## config.mk

```make
export PLATFORM = sky130hd
export DESIGN_NAME = wheel_motor_command_sequencer_flat
export DESIGN_NICKNAME = d
export VERILOG_FILES = /design/src/wmcs_pkg.sv /design/src/wmcs_if.sv /design/src/wmcs_ram.sv /design/src/wheel_motor_command_sequencer.sv /design/src/flat_wrapper.sv
export SDC_FILE = /design/constraint.sdc
export NUM_CORES = 1
export LEC_CHECK = 0
export BUFFER_PORTS_ARGS = -buffer_cell sky130_fd_sc_hd__clkbuf_2
export CORE_ASPECT_RATIO = 0.7
export CORE_UTILIZATION = 35
export CTS_CLUSTER_SIZE = 28
export DETAILED_ROUTE_END_ITERATION = 6
export HOLD_SLACK_MARGIN = 0.1
export PLACE_DENSITY = 0.58
export SLEW_MARGIN = 10
export SYNTH_ARGS = -nofsm -noshare
export SYNTH_HDL_FRONTEND = slang
export SYNTH_SLANG_ARGS = --single-unit
```

## constraint.sdc

```tcl
create_clock -name clk_i -period 7.8 [get_ports clk_i]
set_clock_uncertainty 0.1 [all_clocks]
set_input_delay 1.17 -clock clk_i [delete_from_list [all_inputs] [get_ports clk_i]]
set_output_delay 1.17 -clock clk_i [all_outputs]
set_load 0.02 [all_outputs]
```

## src/wmcs_pkg.sv

```systemverilog
`default_nettype none

package wmcs_pkg;

  localparam int unsigned WHEELS_DEF = 4;
  localparam int unsigned NUM_CMD_ID = 4;

  localparam int unsigned CMD_W  = 3;
  localparam int unsigned IDX_W  = 8;
  localparam int unsigned SPD_W  = 16;
  localparam int unsigned ID_W   = 29;
  localparam int unsigned STS_W  = 8;
  localparam int unsigned POS_W  = 32;
  localparam int unsigned MODE_W = 2;

  localparam int unsigned CFG_IDX_W  = 3;
  localparam int unsigned CFG_DATA_W = ID_W;

  // command codes
  localparam logic [CMD_W-1:0] CMD_SET_SPEED = 3'd0;
  localparam logic [CMD_W-1:0] CMD_STOP      = 3'd1;
  localparam logic [CMD_W-1:0] CMD_ESTOP     = 3'd2;
  localparam logic [CMD_W-1:0] CMD_TICK      = 3'd3;
  localparam logic [CMD_W-1:0] CMD_FEEDBACK  = 3'd4;
  localparam logic [CMD_W-1:0] CMD_HEARTBEAT = 3'd5;

  // sequencer modes
  localparam logic [MODE_W-1:0] MODE_IDLE = 2'd0;
  localparam logic [MODE_W-1:0] MODE_RUN  = 2'd1;
  localparam logic [MODE_W-1:0] MODE_STOP = 2'd2;

  // configuration register indexes
  localparam logic [CFG_IDX_W-1:0] REG_CMD_ID0 = 3'd0;
  localparam logic [CFG_IDX_W-1:0] REG_CMD_ID1 = 3'd1;
  localparam logic [CFG_IDX_W-1:0] REG_CMD_ID2 = 3'd2;
  localparam logic [CFG_IDX_W-1:0] REG_CMD_ID3 = 3'd3;
  localparam logic [CFG_IDX_W-1:0] REG_FB_BASE = 3'd4;

  localparam logic [ID_W-1:0] FB_BASE_RST = 29'h110;

  typedef struct packed {
    logic [CMD_W-1:0]        cmd;
    logic [IDX_W-1:0]        motor_index;
    logic signed [SPD_W-1:0] speed;
    logic [ID_W-1:0]         rx_id;
    logic [STS_W-1:0]        rx_status;
    logic signed [POS_W-1:0] rx_position;
  } wmcs_in_t;

  typedef struct packed {
    logic                    frame_valid;
    logic [ID_W-1:0]         frame_id;
    logic signed [SPD_W-1:0] frame_speed;
    logic                    frame_enable;
    logic [MODE_W-1:0]       mode_now;
    logic                    estop_latched;
    logic                    last;
  } wmcs_out_t;

endpackage

`default_nettype wire

```

## src/wmcs_if.sv

```systemverilog
`default_nettype none

interface wmcs_in_if;
  import wmcs_pkg::*;
  logic     valid;
  logic     ready;
  wmcs_in_t data;
  modport source (output valid, output data, input ready);
  modport sink (input valid, input data, output ready);
endinterface

interface wmcs_out_if;
  import wmcs_pkg::*;
  logic      valid;
  logic      ready;
  wmcs_out_t data;
  modport source (output valid, output data, input ready);
  modport sink (input valid, input data, output ready);
endinterface

`default_nettype wire

```

## src/wmcs_ram.sv

```systemverilog
`default_nettype none

module wmcs_ram #(
  parameter int unsigned WIDTH = 16,
  parameter int unsigned DEPTH = 4
) (
  input  wire logic                                       clk_i,
  input  wire logic                                       we_i,
  input  wire logic [((DEPTH > 1) ? $clog2(DEPTH) : 1)-1:0] waddr_i,
  input  wire logic [WIDTH-1:0]                           wdata_i,
  input  wire logic                                       re_i,
  input  wire logic [((DEPTH > 1) ? $clog2(DEPTH) : 1)-1:0] raddr_i,
  output logic      [WIDTH-1:0]                           rdata_o
);

  logic [WIDTH-1:0] mem_q [DEPTH];
  logic [WIDTH-1:0] rdata_q;

  always_ff @(posedge clk_i) begin
    if (we_i) begin
      mem_q[waddr_i] <= wdata_i;
    end
    if (re_i) begin
      rdata_q <= mem_q[raddr_i];
    end
  end

  assign rdata_o = rdata_q;

endmodule

`default_nettype wire

```

## src/wheel_motor_command_sequencer.sv

```systemverilog
`default_nettype none

// Wheel command sequencer for up to WHEELS motors. Each input transaction is a
// command (set speed, stop, emergency stop, tick, feedback frame, heartbeat);
// it yields one to WHEELS output transactions, each a speed-command frame
// (bus id, signed speed, enable) or a single status-only result, and the last
// one of the group carries last=1. The speed table lives in a small RAM with a
// registered read and is walked one wheel per cycle while the output is not
// stalled. A frame for every wheel from stored speeds (set speed from idle,
// resume from stopped, tick) goes through the accept cycle, a read of the first
// table entry, then one frame per cycle while the next entry is read, as long
// as the output does not stall; stop and emergency stop skip the read, since
// the zero frames need none, as do a single frame and a status-only result.
// The output register lets a new input be taken while the final result of the
// previous one still waits. Stop clears the speed table at once through
// per-wheel valid bits. The user must write command ids and the feedback base
// id through the cfg port only while the block is idle; the block itself does
// not enforce this.

module wheel_motor_command_sequencer #(
  parameter int unsigned WHEELS = wmcs_pkg::WHEELS_DEF
) (
  input  wire logic                             clk_i,
  input  wire logic                             rst_ni,
  wmcs_in_if.sink                               in_i,
  wmcs_out_if.source                            out_o,
  input  wire logic                             cfg_we_i,
  input  wire logic [wmcs_pkg::CFG_IDX_W-1:0]   cfg_idx_i,
  input  wire logic [wmcs_pkg::CFG_DATA_W-1:0]  cfg_data_i
);

  import wmcs_pkg::*;

  localparam int unsigned WIDX = (WHEELS > 1) ? $clog2(WHEELS) : 1;
  localparam logic [WIDX-1:0]  LAST_WHEEL = WIDX'(WHEELS - 1);
  localparam logic [IDX_W-1:0] WHEELS_IDX = IDX_W'(WHEELS);
  localparam logic [ID_W-1:0]  WHEELS_ID  = ID_W'(WHEELS);

  // sequencer states
  localparam logic [1:0] S_IDLE = 2'd0;
  localparam logic [1:0] S_READ = 2'd1;
  localparam logic [1:0] S_EMIT = 2'd2;

  // what an accepted command asks of the sequencer
  typedef enum logic [1:0] {
    JOB_STATUS,   // one status-only result
    JOB_ONE,      // one frame with the requested speed
    JOB_ALL,      // one frame per wheel from the speed table
    JOB_ZERO      // one zero-speed frame per wheel
  } wmcs_job_e;

  // control state
  logic [1:0]        state_q, state_d;
  logic [MODE_W-1:0] mode_q, mode_d;
  logic              estop_q, estop_d;
  logic              drive_q, drive_d;
  logic [WHEELS-1:0] spd_vld_q;
  logic [WIDX-1:0]   wcnt_q, wcnt_d;
  logic              out_valid_q, out_valid_d;

  // configuration
  logic [ID_W-1:0]   cmd_id_q [NUM_CMD_ID];
  logic [ID_W-1:0]   fb_base_q;

  // job and output payload
  wmcs_job_e         job_q, job_d;
  logic              job_en_q;
  logic [WIDX-1:0]   job_wheel_q;
  logic [SPD_W-1:0]  job_speed_q;
  logic              rd_vld_q;
  wmcs_out_t         out_data_q, out_data_d;

  // input decode
  wmcs_in_t          in_data;
  logic              in_acc;
  logic              idx_ok;
  logic [WIDX-1:0]   idx_w;
  logic [ID_W:0]     fb_diff;
  logic              fb_hit;
  logic              spd_we;
  logic              fb_we;
  logic              zero_all;

  // table walk
  logic              rd_en;
  logic [WIDX-1:0]   rd_addr;
  logic [SPD_W-1:0]  rd_data;
  logic              out_free;
  logic              load;
  logic              is_last;
  logic [WIDX-1:0]   cur_wheel;
  logic [SPD_W-1:0]  cur_speed;

  assign in_data     = in_i.data;
  assign in_i.ready  = (state_q == S_IDLE);
  assign in_acc      = in_i.valid && in_i.ready;

  assign idx_ok  = (in_data.motor_index < WHEELS_IDX);
  assign idx_w   = in_data.motor_index[WIDX-1:0];

  // feedback window: base <= rx_id < base + WHEELS, without wrap
  assign fb_diff = {1'b0, in_data.rx_id} - {1'b0, fb_base_q};
  assign fb_hit  = !fb_diff[ID_W] && (fb_diff[ID_W-1:0] < WHEELS_ID);

  // mode decode for the accepted command
  always_comb begin
    mode_d   = mode_q;
    estop_d  = estop_q;
    drive_d  = drive_q;
    job_d    = JOB_STATUS;
    spd_we   = 1'b0;
    fb_we    = 1'b0;
    zero_all = 1'b0;
    case (mode_q)
      MODE_IDLE: begin
        if (in_data.cmd == CMD_SET_SPEED) begin
          spd_we  = idx_ok;
          drive_d = 1'b1;
          mode_d  = MODE_RUN;
          job_d   = JOB_ALL;
        end
      end
      MODE_RUN: begin
        case (in_data.cmd)
          CMD_SET_SPEED: begin
            if (idx_ok) begin
              spd_we = 1'b1;
              job_d  = JOB_ONE;
            end
          end
          CMD_STOP, CMD_ESTOP: begin
            // zero frames still go out with the running enable value
            zero_all = 1'b1;
            drive_d  = 1'b0;
            mode_d   = MODE_STOP;
            job_d    = JOB_ZERO;
            if (in_data.cmd == CMD_ESTOP) begin
              estop_d = 1'b1;
            end
          end
          CMD_TICK: begin
            job_d = JOB_ALL;
          end
          CMD_FEEDBACK: begin
            fb_we = fb_hit;
          end
          default: begin
          end
        endcase
      end
      default: begin
        // stopped
        if (in_data.cmd == CMD_SET_SPEED) begin
          if (!estop_q) begin
            drive_d = 1'b1;
            mode_d  = MODE_RUN;
            job_d   = JOB_ALL;
          end
        end else if (in_data.cmd == CMD_HEARTBEAT) begin
          estop_d = 1'b0;
          drive_d = 1'b0;
          mode_d  = MODE_IDLE;
        end
      end
    endcase
  end

  // speed table, one entry per wheel
  wmcs_ram #(
    .WIDTH (SPD_W),
    .DEPTH (WHEELS)
  ) u_spd_ram (
    .clk_i   (clk_i),
    .we_i    (in_acc && spd_we),
    .waddr_i (idx_w),
    .wdata_i (SPD_W'(in_data.speed)),
    .re_i    (rd_en),
    .raddr_i (rd_addr),
    .rdata_o (rd_data)
  );

  // feedback store: status and position per wheel
  wmcs_ram #(
    .WIDTH (STS_W + POS_W),
    .DEPTH (WHEELS)
  ) u_fb_ram (
    .clk_i   (clk_i),
    .we_i    (in_acc && fb_we),
    .waddr_i (fb_diff[WIDX-1:0]),
    .wdata_i ({in_data.rx_status, POS_W'(in_data.rx_position)}),
    .re_i    (1'b0),
    .raddr_i ('0),
    .rdata_o ()
  );

  // frame fields for the current step of the walk
  assign out_free  = !out_valid_q || out_o.ready;
  assign cur_wheel = (job_q == JOB_ONE) ? job_wheel_q : wcnt_q;
  assign is_last   = (job_q == JOB_ONE) || (job_q == JOB_STATUS) ||
                     (wcnt_q == LAST_WHEEL);

  always_comb begin
    case (job_q)
      JOB_ALL: cur_speed = rd_vld_q ? rd_data : '0;
      JOB_ONE: cur_speed = job_speed_q;
      default: cur_speed = '0;
    endcase
  end

  // sequencer: for a table walk read the first entry, then emit one frame per
  // cycle while the output is free and the next entry is read
  always_comb begin
    state_d = state_q;
    wcnt_d  = wcnt_q;
    rd_en   = 1'b0;
    rd_addr = wcnt_q;
    load    = 1'b0;
    case (state_q)
      S_IDLE: begin
        if (in_acc) begin
          wcnt_d  = '0;
          state_d = (job_d == JOB_ALL) ? S_READ : S_EMIT;
        end
      end
      S_READ: begin
        // table write of the accept cycle has landed by now
        rd_en   = 1'b1;
        state_d = S_EMIT;
      end
      S_EMIT: begin
        if (out_free) begin
          load = 1'b1;
          if (is_last) begin
            state_d = S_IDLE;
          end else begin
            wcnt_d  = wcnt_q + 1'b1;
            rd_addr = wcnt_q + 1'b1;
            rd_en   = (job_q == JOB_ALL);
          end
        end
      end
      default: begin
        state_d = S_IDLE;
      end
    endcase
  end

  always_comb begin
    out_data_d               = out_data_q;
    out_valid_d              = out_valid_q && !out_o.ready;
    if (load) begin
      out_valid_d                = 1'b1;
      out_data_d.frame_valid     = (job_q != JOB_STATUS);
      out_data_d.frame_id        = (job_q != JOB_STATUS) ? cmd_id_q[2'(cur_wheel)] : '0;
      out_data_d.frame_speed     = cur_speed;
      out_data_d.frame_enable    = (job_q != JOB_STATUS) && job_en_q;
      out_data_d.mode_now        = mode_q;
      out_data_d.estop_latched   = estop_q;
      out_data_d.last            = is_last;
    end
  end

  assign out_o.valid = out_valid_q;
  assign out_o.data  = out_data_q;

  // control registers
  always_ff @(posedge clk_i or negedge rst_ni) begin
    if (!rst_ni) begin
      state_q     <= S_IDLE;
      mode_q      <= MODE_IDLE;
      estop_q     <= 1'b0;
      drive_q     <= 1'b0;
      spd_vld_q   <= '0;
      wcnt_q      <= '0;
      out_valid_q <= 1'b0;
      job_q       <= JOB_STATUS;
    end else begin
      state_q     <= state_d;
      wcnt_q      <= wcnt_d;
      out_valid_q <= out_valid_d;
      if (in_acc) begin
        mode_q  <= mode_d;
        estop_q <= estop_d;
        drive_q <= drive_d;
        job_q   <= job_d;
        if (zero_all) begin
          spd_vld_q <= '0;
        end else if (spd_we) begin
          spd_vld_q[idx_w] <= 1'b1;
        end
      end
    end
  end

  // configuration registers
  always_ff @(posedge clk_i or negedge rst_ni) begin
    if (!rst_ni) begin
      for (int i = 0; i < NUM_CMD_ID; i++) begin
        cmd_id_q[i] <= '0;
      end
      fb_base_q <= FB_BASE_RST;
    end else if (cfg_we_i) begin
      case (cfg_idx_i)
        REG_CMD_ID0: cmd_id_q[0] <= cfg_data_i;
        REG_CMD_ID1: cmd_id_q[1] <= cfg_data_i;
        REG_CMD_ID2: cmd_id_q[2] <= cfg_data_i;
        REG_CMD_ID3: cmd_id_q[3] <= cfg_data_i;
        REG_FB_BASE: fb_base_q   <= cfg_data_i;
        default: begin
        end
      endcase
    end
  end

  // payload registers
  always_ff @(posedge clk_i) begin
    if (in_acc) begin
      // stop frames carry the enable value from before the stop
      job_en_q    <= (job_d == JOB_ZERO) ? drive_q : drive_d;
      job_wheel_q <= idx_w;
      job_speed_q <= SPD_W'(in_data.speed);
    end
    if (rd_en) begin
      rd_vld_q <= spd_vld_q[rd_addr];
    end
    out_data_q <= out_data_d;
  end

  // drive enable follows the running mode
  a_drive_run: assert property (@(posedge clk_i) disable iff (!rst_ni)
    drive_q == (mode_q == MODE_RUN))
    else $error("drive enable out of step with mode");

  // the latch only stands while stopped
  a_estop_stop: assert property (@(posedge clk_i) disable iff (!rst_ni)
    estop_q |-> (mode_q == MODE_STOP))
    else $error("estop latched outside stopped mode");

  // a pending non-final result means the sequencer still owes frames
  a_group_open: assert property (@(posedge clk_i) disable iff (!rst_ni)
    (out_valid_q && !out_data_q.last) |-> (state_q != S_IDLE))
    else $error("sequencer idle with a frame group open");

  // stop clears the whole speed table
  a_stop_clear: assert property (@(posedge clk_i) disable iff (!rst_ni)
    (in_acc && zero_all) |=> (spd_vld_q == '0))
    else $error("speed table not cleared by stop");

endmodule

`default_nettype wire

```

## src/flat_wrapper.sv

```systemverilog
// flat-port wrapper written by rule: the top's interface ports become plain ports
module wheel_motor_command_sequencer_flat import wmcs_pkg::*;
#(
  parameter int unsigned WHEELS = wmcs_pkg::WHEELS_DEF
)
  (clk_i, rst_ni, cfg_we_i, cfg_idx_i, cfg_data_i, in_i_valid, in_i_data, in_i_ready, out_o_valid, out_o_data, out_o_ready);
  wmcs_in_if in_i_i ();
  wmcs_out_if out_o_i ();
  input  wire logic clk_i;
  input  wire logic rst_ni;
  input  wire logic cfg_we_i;
  input  wire logic [wmcs_pkg::CFG_IDX_W-1:0] cfg_idx_i;
  input  wire logic [wmcs_pkg::CFG_DATA_W-1:0] cfg_data_i;
  input wire logic [$bits(in_i_i.valid)-1:0] in_i_valid;
  input wire logic [$bits(in_i_i.data)-1:0] in_i_data;
  output wire logic [$bits(in_i_i.ready)-1:0] in_i_ready;
  output wire logic [$bits(out_o_i.valid)-1:0] out_o_valid;
  output wire logic [$bits(out_o_i.data)-1:0] out_o_data;
  input wire logic [$bits(out_o_i.ready)-1:0] out_o_ready;
  assign in_i_i.valid = in_i_valid;
  assign in_i_i.data = in_i_data;
  assign in_i_ready = in_i_i.ready;
  assign out_o_valid = out_o_i.valid;
  assign out_o_data = out_o_i.data;
  assign out_o_i.ready = out_o_ready;
  wheel_motor_command_sequencer #(.WHEELS(WHEELS)) u_core (.clk_i(clk_i), .rst_ni(rst_ni), .in_i(in_i_i), .out_o(out_o_i), .cfg_we_i(cfg_we_i), .cfg_idx_i(cfg_idx_i), .cfg_data_i(cfg_data_i));
endmodule
```

==> results of run 1 <==
[Yosys cell counts (13+ instances only)]
cell type  number  area (sq um)
edfxtp_1      151          4530
inv_1          26          97.6
and2_1         31           194
clkbuf_1       16          60.1
buf_2          18          90.1
mux2_2        117          1320
a22oi_1        17           128
nor2b_1        19           119
mux4_2         36           811
mux2i_1        70           701
dfrtp_1       131          3280
nand2_1        13          48.8
[layout make-up]
| cell class | count | area (sq um) | area share, % |
|---|---|---|---|
| timing repair buffer | 132 | 703 | 4.90 |
| inverter | 26 | 97.6 | 0.680 |
| tap | 464 | 581 | 4.05 |
| multi-input combinational | 389 | 4190 | 29.2 |
| sequential | 282 | 7810 | 54.5 |
| clock inverter | 11 | 90.1 | 0.628 |
| clock buffer | 45 | 878 | 6.12 |
[worst max path at each step]
stage                            from                            to  slack, ns  depth (start not counted)
floorplan                  in_i_valid  u_core.u_spd_ram.mem_q[2][0]       3.93                          4
CTS                 u_core.state_q[0]  u_core.u_spd_ram.mem_q[3][1]       4.64                          7
detailed placement         in_i_valid  u_core.u_spd_ram.mem_q[3][7]       4.17                          6
finish              u_core.state_q[0]  u_core.u_spd_ram.mem_q[3][9]       4.69                          7
global route        u_core.state_q[0]  u_core.u_spd_ram.mem_q[3][9]       4.42                          7
global placement           in_i_valid  u_core.u_spd_ram.mem_q[3][7]       4.16                          6
[flip-flops by register name, summed over array words and instances (netlist names)]
| register | cells |
|---|---|
| u_core.spd_vld_q | 4 |
| u_core.drive_q | 1 |
| u_core.job_q | 2 |
| u_core.out_o.data | 51 |
| u_core.wcnt_q | 2 |
| u_core.cmd_id_q | 116 |
| u_core.rd_vld_q | 1 |
| u_core.job_en_q | 1 |
| u_core.u_spd_ram.mem_q | 64 |
| u_core.out_o.valid | 1 |
| u_core.job_wheel_q | 2 |
| u_core.job_speed_q | 16 |
| u_core.mode_q | 2 |
| u_core.estop_q | 1 |
| u_core.u_spd_ram.rdata_o | 16 |
| u_core.state_q | 2 |
[cells by family after synthesis]
logic type	count (synthesis)
AO/OA/AOI/OAI	52
adder cells (fa/ha/maj)	7
buffers and inverters	67
flip-flops	282
multiplexers	233
AND/OR/NAND/NOR	97
[power by group]
| group | switching [mW] | internal (mW) | leakage, nW | total [mW] |
|---|---|---|---|---|
| sequential | 0.118 | 1.92 | 2.99 | 2.04 |
| combinational | 0.700 | 0.576 | 2.01 | 1.28 |
| clock | 0.577 | 0.809 | 0.482 | 1.39 |
[metal layers]
metal | track usage (%) | vias up | share of wire [%]
met4 | 3.69 | 0 | 2.1
met2 | 23.7 | 112 | 47
met1 | 20.2 | 3393 | 46
met5 | 0 | - | 0
li1 | - | 3043 | -
met3 | 2.75 | 41 | 4.3
[metrics by stage]
stage	utilization, %	setup WS (ns)
final	42.3	4.69
after global routing	42.3	4.42
after CTS	42.3	4.64
after detailed placement	39.5	4.17
after global placement	39.5	4.16
after floorplan	-	3.93
==> metrics.txt, run 1 <==
Worst path most repeated cell=inv_1; share of layout cells above drive strength 1=between 30% and 40%; post-CTS resize count=0; Layout Cells excl Fill=1349; Post-Synth Simple-Gate Area=between 4 and 5%; Tot GR Track Use=roughly 15%; RSZ-0062 raised after global routing=false; syn nets=a little under 900; R2R depth=7; crit path launch type=flop; mux cell area share after synthesis=approximately a quarter; routed vias=about 6600; R2R Path Start=u_core.state_q[0]; drt wl/cell=18.9 um; area growth from synthesis to layout=17.3%; Final Net Count=1001; count of final setup violators=0; post-route cell area=roughly 14000 sq um; DP HPWL=approximately 15000 um; kind of cell adding the most delay to the critical path=simple AND/OR/NAND/NOR gates; Hold Path Stages=1; first-pass GRT wire length=about 40000 um; worst hold slack=0.401 ns; Slew HR=about a quarter; Reg clk slew, reported paths=approximately 0.060 ns; DRT Pass-1 Iters=4; CP Class=flop to flop; status=complete, no violations; xor and xnor area share after synthesis=0%; Final Critical Period=3.11 ns; initial antenna violation count=0; placed cells=around 1300; # clock sinks=approximately 280; Bufs on Longest Clock Path=3; port bufs=around 120; leakage=between 5 and 6 nW; DR vias/cell=around 4.9; worst-skew pair later-pin latency=~0.56 ns; cells along the critical path=inv_1 -> ha_1 -> nand2_1 -> inv_1 -> buf_4 -> and4_1 -> and3_1; grt ovf=0; final hold viol count=0; CTS buffer count=30; core box area=33900 sq um; combinational family with the most area after synthesis=multiplexers; post-route ant nets=0; TritonCTS clock tree=built; most common cell after layout, fill and taps aside=edfxtp_1; Total Wirelength=25400 um; Post-CTS Setup Bufs=0; Synth Area in Compound Gates=2.83%; post-synthesis async set-or-reset flop share=between 40% and 50%; hold endpoint=u_core.cmd_id_q[81]; num rows=56; Placement Cell Area=approximately 13000 sq um; Hold Path Class=flop to flop; First DRT Iteration DRCs=about 380; FILL cells=3126; crit path max fanout=24; Design Power=~4.7 mW; most common flop cell mapped by yosys=edfxtp_1; reg-to-reg endpoint=u_core.u_spd_ram.mem_q[3][9]; die area=35700 sq um; routability cong.=~0.70; Post-Synth Adder-Cell Area=less than 1%; H-tree Lvls=1; Post-synth EDFFs=roughly 150; sequential fraction of the synthesis area=63.9%; Power Density=approximately 330 nW/um^2; worst path required time=~8 ns; die height=around 160 um; vias in the first global route=6900; Max VDD drop=199 uV; cts hold-fix bufs=0; slowest cell on the critical path=and3_1; setup TNS=0 ns; reg2reg setup slack=between 4 and 5 ns; Mapped Cells=about 740; average size of a mapped cell=16.6 sq um; n_diodes=0; root buffer cell=clkbuf_16; Yosys cell types=47; Slew @ Worst Pin=1.12 ns; final cycle utilization of the critical path=around 40%; crit-path max cell delay=~0.83 ns; CP Data Arrival Time=roughly 3.2 ns; most frequent cells in the layout=edfxtp_1, dfrtp_1, mux2_2; synthesized area=about 12000 sq um; HP Start=u_core.cmd_id_q[81]; register bit total from synthesis=about 280; drt drc=0; largest net degree at the start of global routing=a little over 70; Initial Util=between 30% and 40%; Die X=between 200 and 250 um; Synthesis Warnings=0; IO Count=roughly 190; fmax=about 320 MHz; CP Capture Type=flop; Max Slew Vio Count=0; Max Cap Violations=0; Buf+Inv Stages, Crit Path=3
Power figures use the tool's default switching activity.
==> run 2: changes to the inputs <==
--- a/config.mk
+++ b/config.mk
@@ -11,7 +11,7 @@
 export CTS_CLUSTER_SIZE = 28
 export DETAILED_ROUTE_END_ITERATION = 6
 export HOLD_SLACK_MARGIN = 0.1
-export PLACE_DENSITY = 0.58
+export PLACE_DENSITY = 0.59
 export SLEW_MARGIN = 10
 export SYNTH_ARGS = -nofsm -noshare
 export SYNTH_HDL_FRONTEND = slang
==> constraint.sdc (replaced) <==
create_clock -name clk_i -period 2.7 [get_ports clk_i]
set_clock_uncertainty 0.1 [all_clocks]
set_input_delay 0.405 -clock clk_i [delete_from_list [all_inputs] [get_ports clk_i]]
set_output_delay 0.405 -clock clk_i [all_outputs]
set_load 0.02 [all_outputs]
==> run 2 against run 1 <==
  * Sequential power rose to 2.9 times the previous value
  * Global-route usage about the same
  * Worst hold slack worse by 0.24 ns
  * Sequential share of layout area down 2.8 points
  * Combinational power rose to 3.0 times the previous value
  * Flip-flop and latch count unchanged
  * Utilization up 2.3 points
  * Final cell count up 4.7%
  * Non-clock buffer count up 63
  * Cell area up 5.4%
  * Setup slack worse by 4.5 ns
  * Critical endpoint is now u_core.u_spd_ram.rdata_o[15]
  * Highest routed layer unchanged
==> metrics.txt, run 2 (synthesized netlist as in run 1, its figures left out) <==
share of layout cells above drive strength 1=38.4%; initial antenna violation count=0; most frequent cells in the layout=edfxtp_1, dfrtp_1, mux2_2; Seq pwr share=between 40% and 50%; vias in the first global route=6995; HP Start=in_i_data[95]; crit path launch type=flop; crit path max fanout=11; largest net degree at the start of global routing=roughly 50; Bufs on Longest Clock Path=3; Tot GR Track Use=around 15%; area growth from synthesis to layout=23.6%; RSZ-0062 raised after global routing=false; reg-to-reg endpoint=u_core.u_spd_ram.rdata_o[15]; count of final setup violators=0; final hold viol count=0; fmax=395 MHz; Slew @ Worst Pin=~0.7 ns; worst-skew pair later-pin latency=between 0.5 and 0.6 ns; die height=roughly 160 um; post-route cell area=between 15000 and 20000 sq um; Post-CTS Setup Bufs=0; DR vias/cell=4.81; Slew HR=between 50% and 60%; First DRT Iteration DRCs=about 360; worst setup path end=u_core.u_spd_ram.rdata_o[15]; Initial Util=a little over a third; CP Capture Type=flop; Max Slew Vio Count=0; CP Data Arrival Time=around 2.9 ns; port bufs=between 100 and 150; DRT Pass-1 Iters=4; num rows=56; drt drc=0; H-tree Lvls=1; Power Density=917 nW/um^2; CTS buffer count=30; n_diodes=0; grt ovf=0; die area=35700 sq um; Total Wirelength=25400 um; Gate power share=28.1%; DP HPWL=around 15000 um; setup TNS=0 ns; routed vias=6788; # clock sinks=282; reg2reg setup slack=around 0.17 ns; Int Pwr=between 9 and 10 mW; FILL cells=around 3100; leakage=approximately 5.8 nW; Final Critical Period=between 2 and 3 ns; final cycle utilization of the critical path=a little over nine tenths; most common cell after layout, fill and taps aside=edfxtp_1; CP Class=flop to flop; status=complete, no violations; root buffer cell=clkbuf_16; P_sw=4.11 mW; TritonCTS clock tree=built; Max VDD drop=approximately 500 uV; Worst Setup SP=u_core.job_q[1]; Largest Register=u_core.cmd_id_q; worst path required time=~3.0 ns; Die X=about 230 um; post-route ant nets=0; R2R depth=8; IO Count=between 150 and 200; drt wl/cell=18.0 um; max reg flops=between 100 and 150; clock share of power=29.6%; Placement Cell Area=roughly 14000 sq um; Max Cap Violations=0; Hold Path Class=input port to flop; Design Power=around 14 mW; Sw Ratio=just under 30%; Final Net Count=approximately 1100; Reg clk slew, reported paths=approximately 0.06 ns; first-pass GRT wire length=40000 um; core box area=roughly 34000 sq um; routability cong.=a little over 0.7; R2R Path Start=u_core.job_q[1]
run 2: cell types whose count changed in the layout (fill, tap and decap cells not counted), moves of 2 or more:
cell and delta:
clkbuf_16 +2, buf_12 +9, dlygate4sd3_1 +51, clkinv_2 -5
clkinv_4 +4, buf_4 +3
run 2: final cells by class:
type | instances | area, sq um | share of cell area, %
Sequential cell | 282 | 7810 | 51.7
Multi-Input combinational cell | 389 | 4210 | 27.8
Timing Repair Buffer | 195 | 1420 | 9.37
Clock buffer | 47 | 938 | 6.21
Tap cell | 464 | 581 | 3.84
Inverter | 26 | 101 | 0.670
Clock inverter | 9 | 65.1 | 0.430
run 2: metrics by stage:
stage / cells / setup slack, ns / hold slack, ns / util, %
CTS: 1412 / 0.142 / 0.120 / 44.6
floorplan: 738 / 0.0764 / 0.00941 / -
finish: 1412 / 0.169 / 0.156 / 44.6
global placement: 1305 / 0.188 / 0.383 / 40.1
detailed placement: 1305 / 0.156 / 0.383 / 40.1
global route: 1412 / 0.0318 / 0.182 / 44.6
run 2: power groups by stage:
| stage | clock (mW) | combinational, mW | sequential (mW) |
|---|---|---|---|
| after floorplan | 0 | 2.35 | 6.26 |
| after global placement | 0 | 3.87 | 5.94 |
| after detailed placement | 0 | 3.90 | 5.95 |
| after CTS | 4.23 | 3.97 | 5.88 |
| after global routing | 4.40 | 4.24 | 5.98 |
| final | 4.10 | 3.89 | 5.87 |
run 2: critical path: stages, from the launching register on:
cell,delay (ns)
dfrtp_1,0.37
inv_1,0.07
ha_1,0.29
or3_4,0.45
nand2b_4,0.18
nor2_4,0.15
buf_12,0.17
mux4_1,0.57
inv_1,0.07
run 2: worst min path at each step:
stage,cells after the start,endpoint,slack (ns)
CTS,4,u_core.estop_q,0.12
finish,4,u_core.estop_q,0.16
detailed placement,1,u_core.cmd_id_q[54],0.38
floorplan,0,u_core.cmd_id_q[0],0.009
global route,3,u_core.job_q[1],0.18
global placement,1,u_core.cmd_id_q[6],0.38
run 2: layer usage:
layer | GRT usage [%] | up-vias | part of all wire (%)
met5 | 0 | - | 0
met1 | 20.6 | 3471 | 48
met4 | 3.30 | 0 | 1.7
met3 | 2.93 | 33 | 3.7
li1 | - | 3184 | -
met2 | 23.3 | 100 | 46
run 2: what timing repair did:
item,4_1_cts,5_1_grt
setup endpoints to repair,0,0
hold endpoints to repair,246,0
hold buffers,51,0
gates resized for setup,0,0
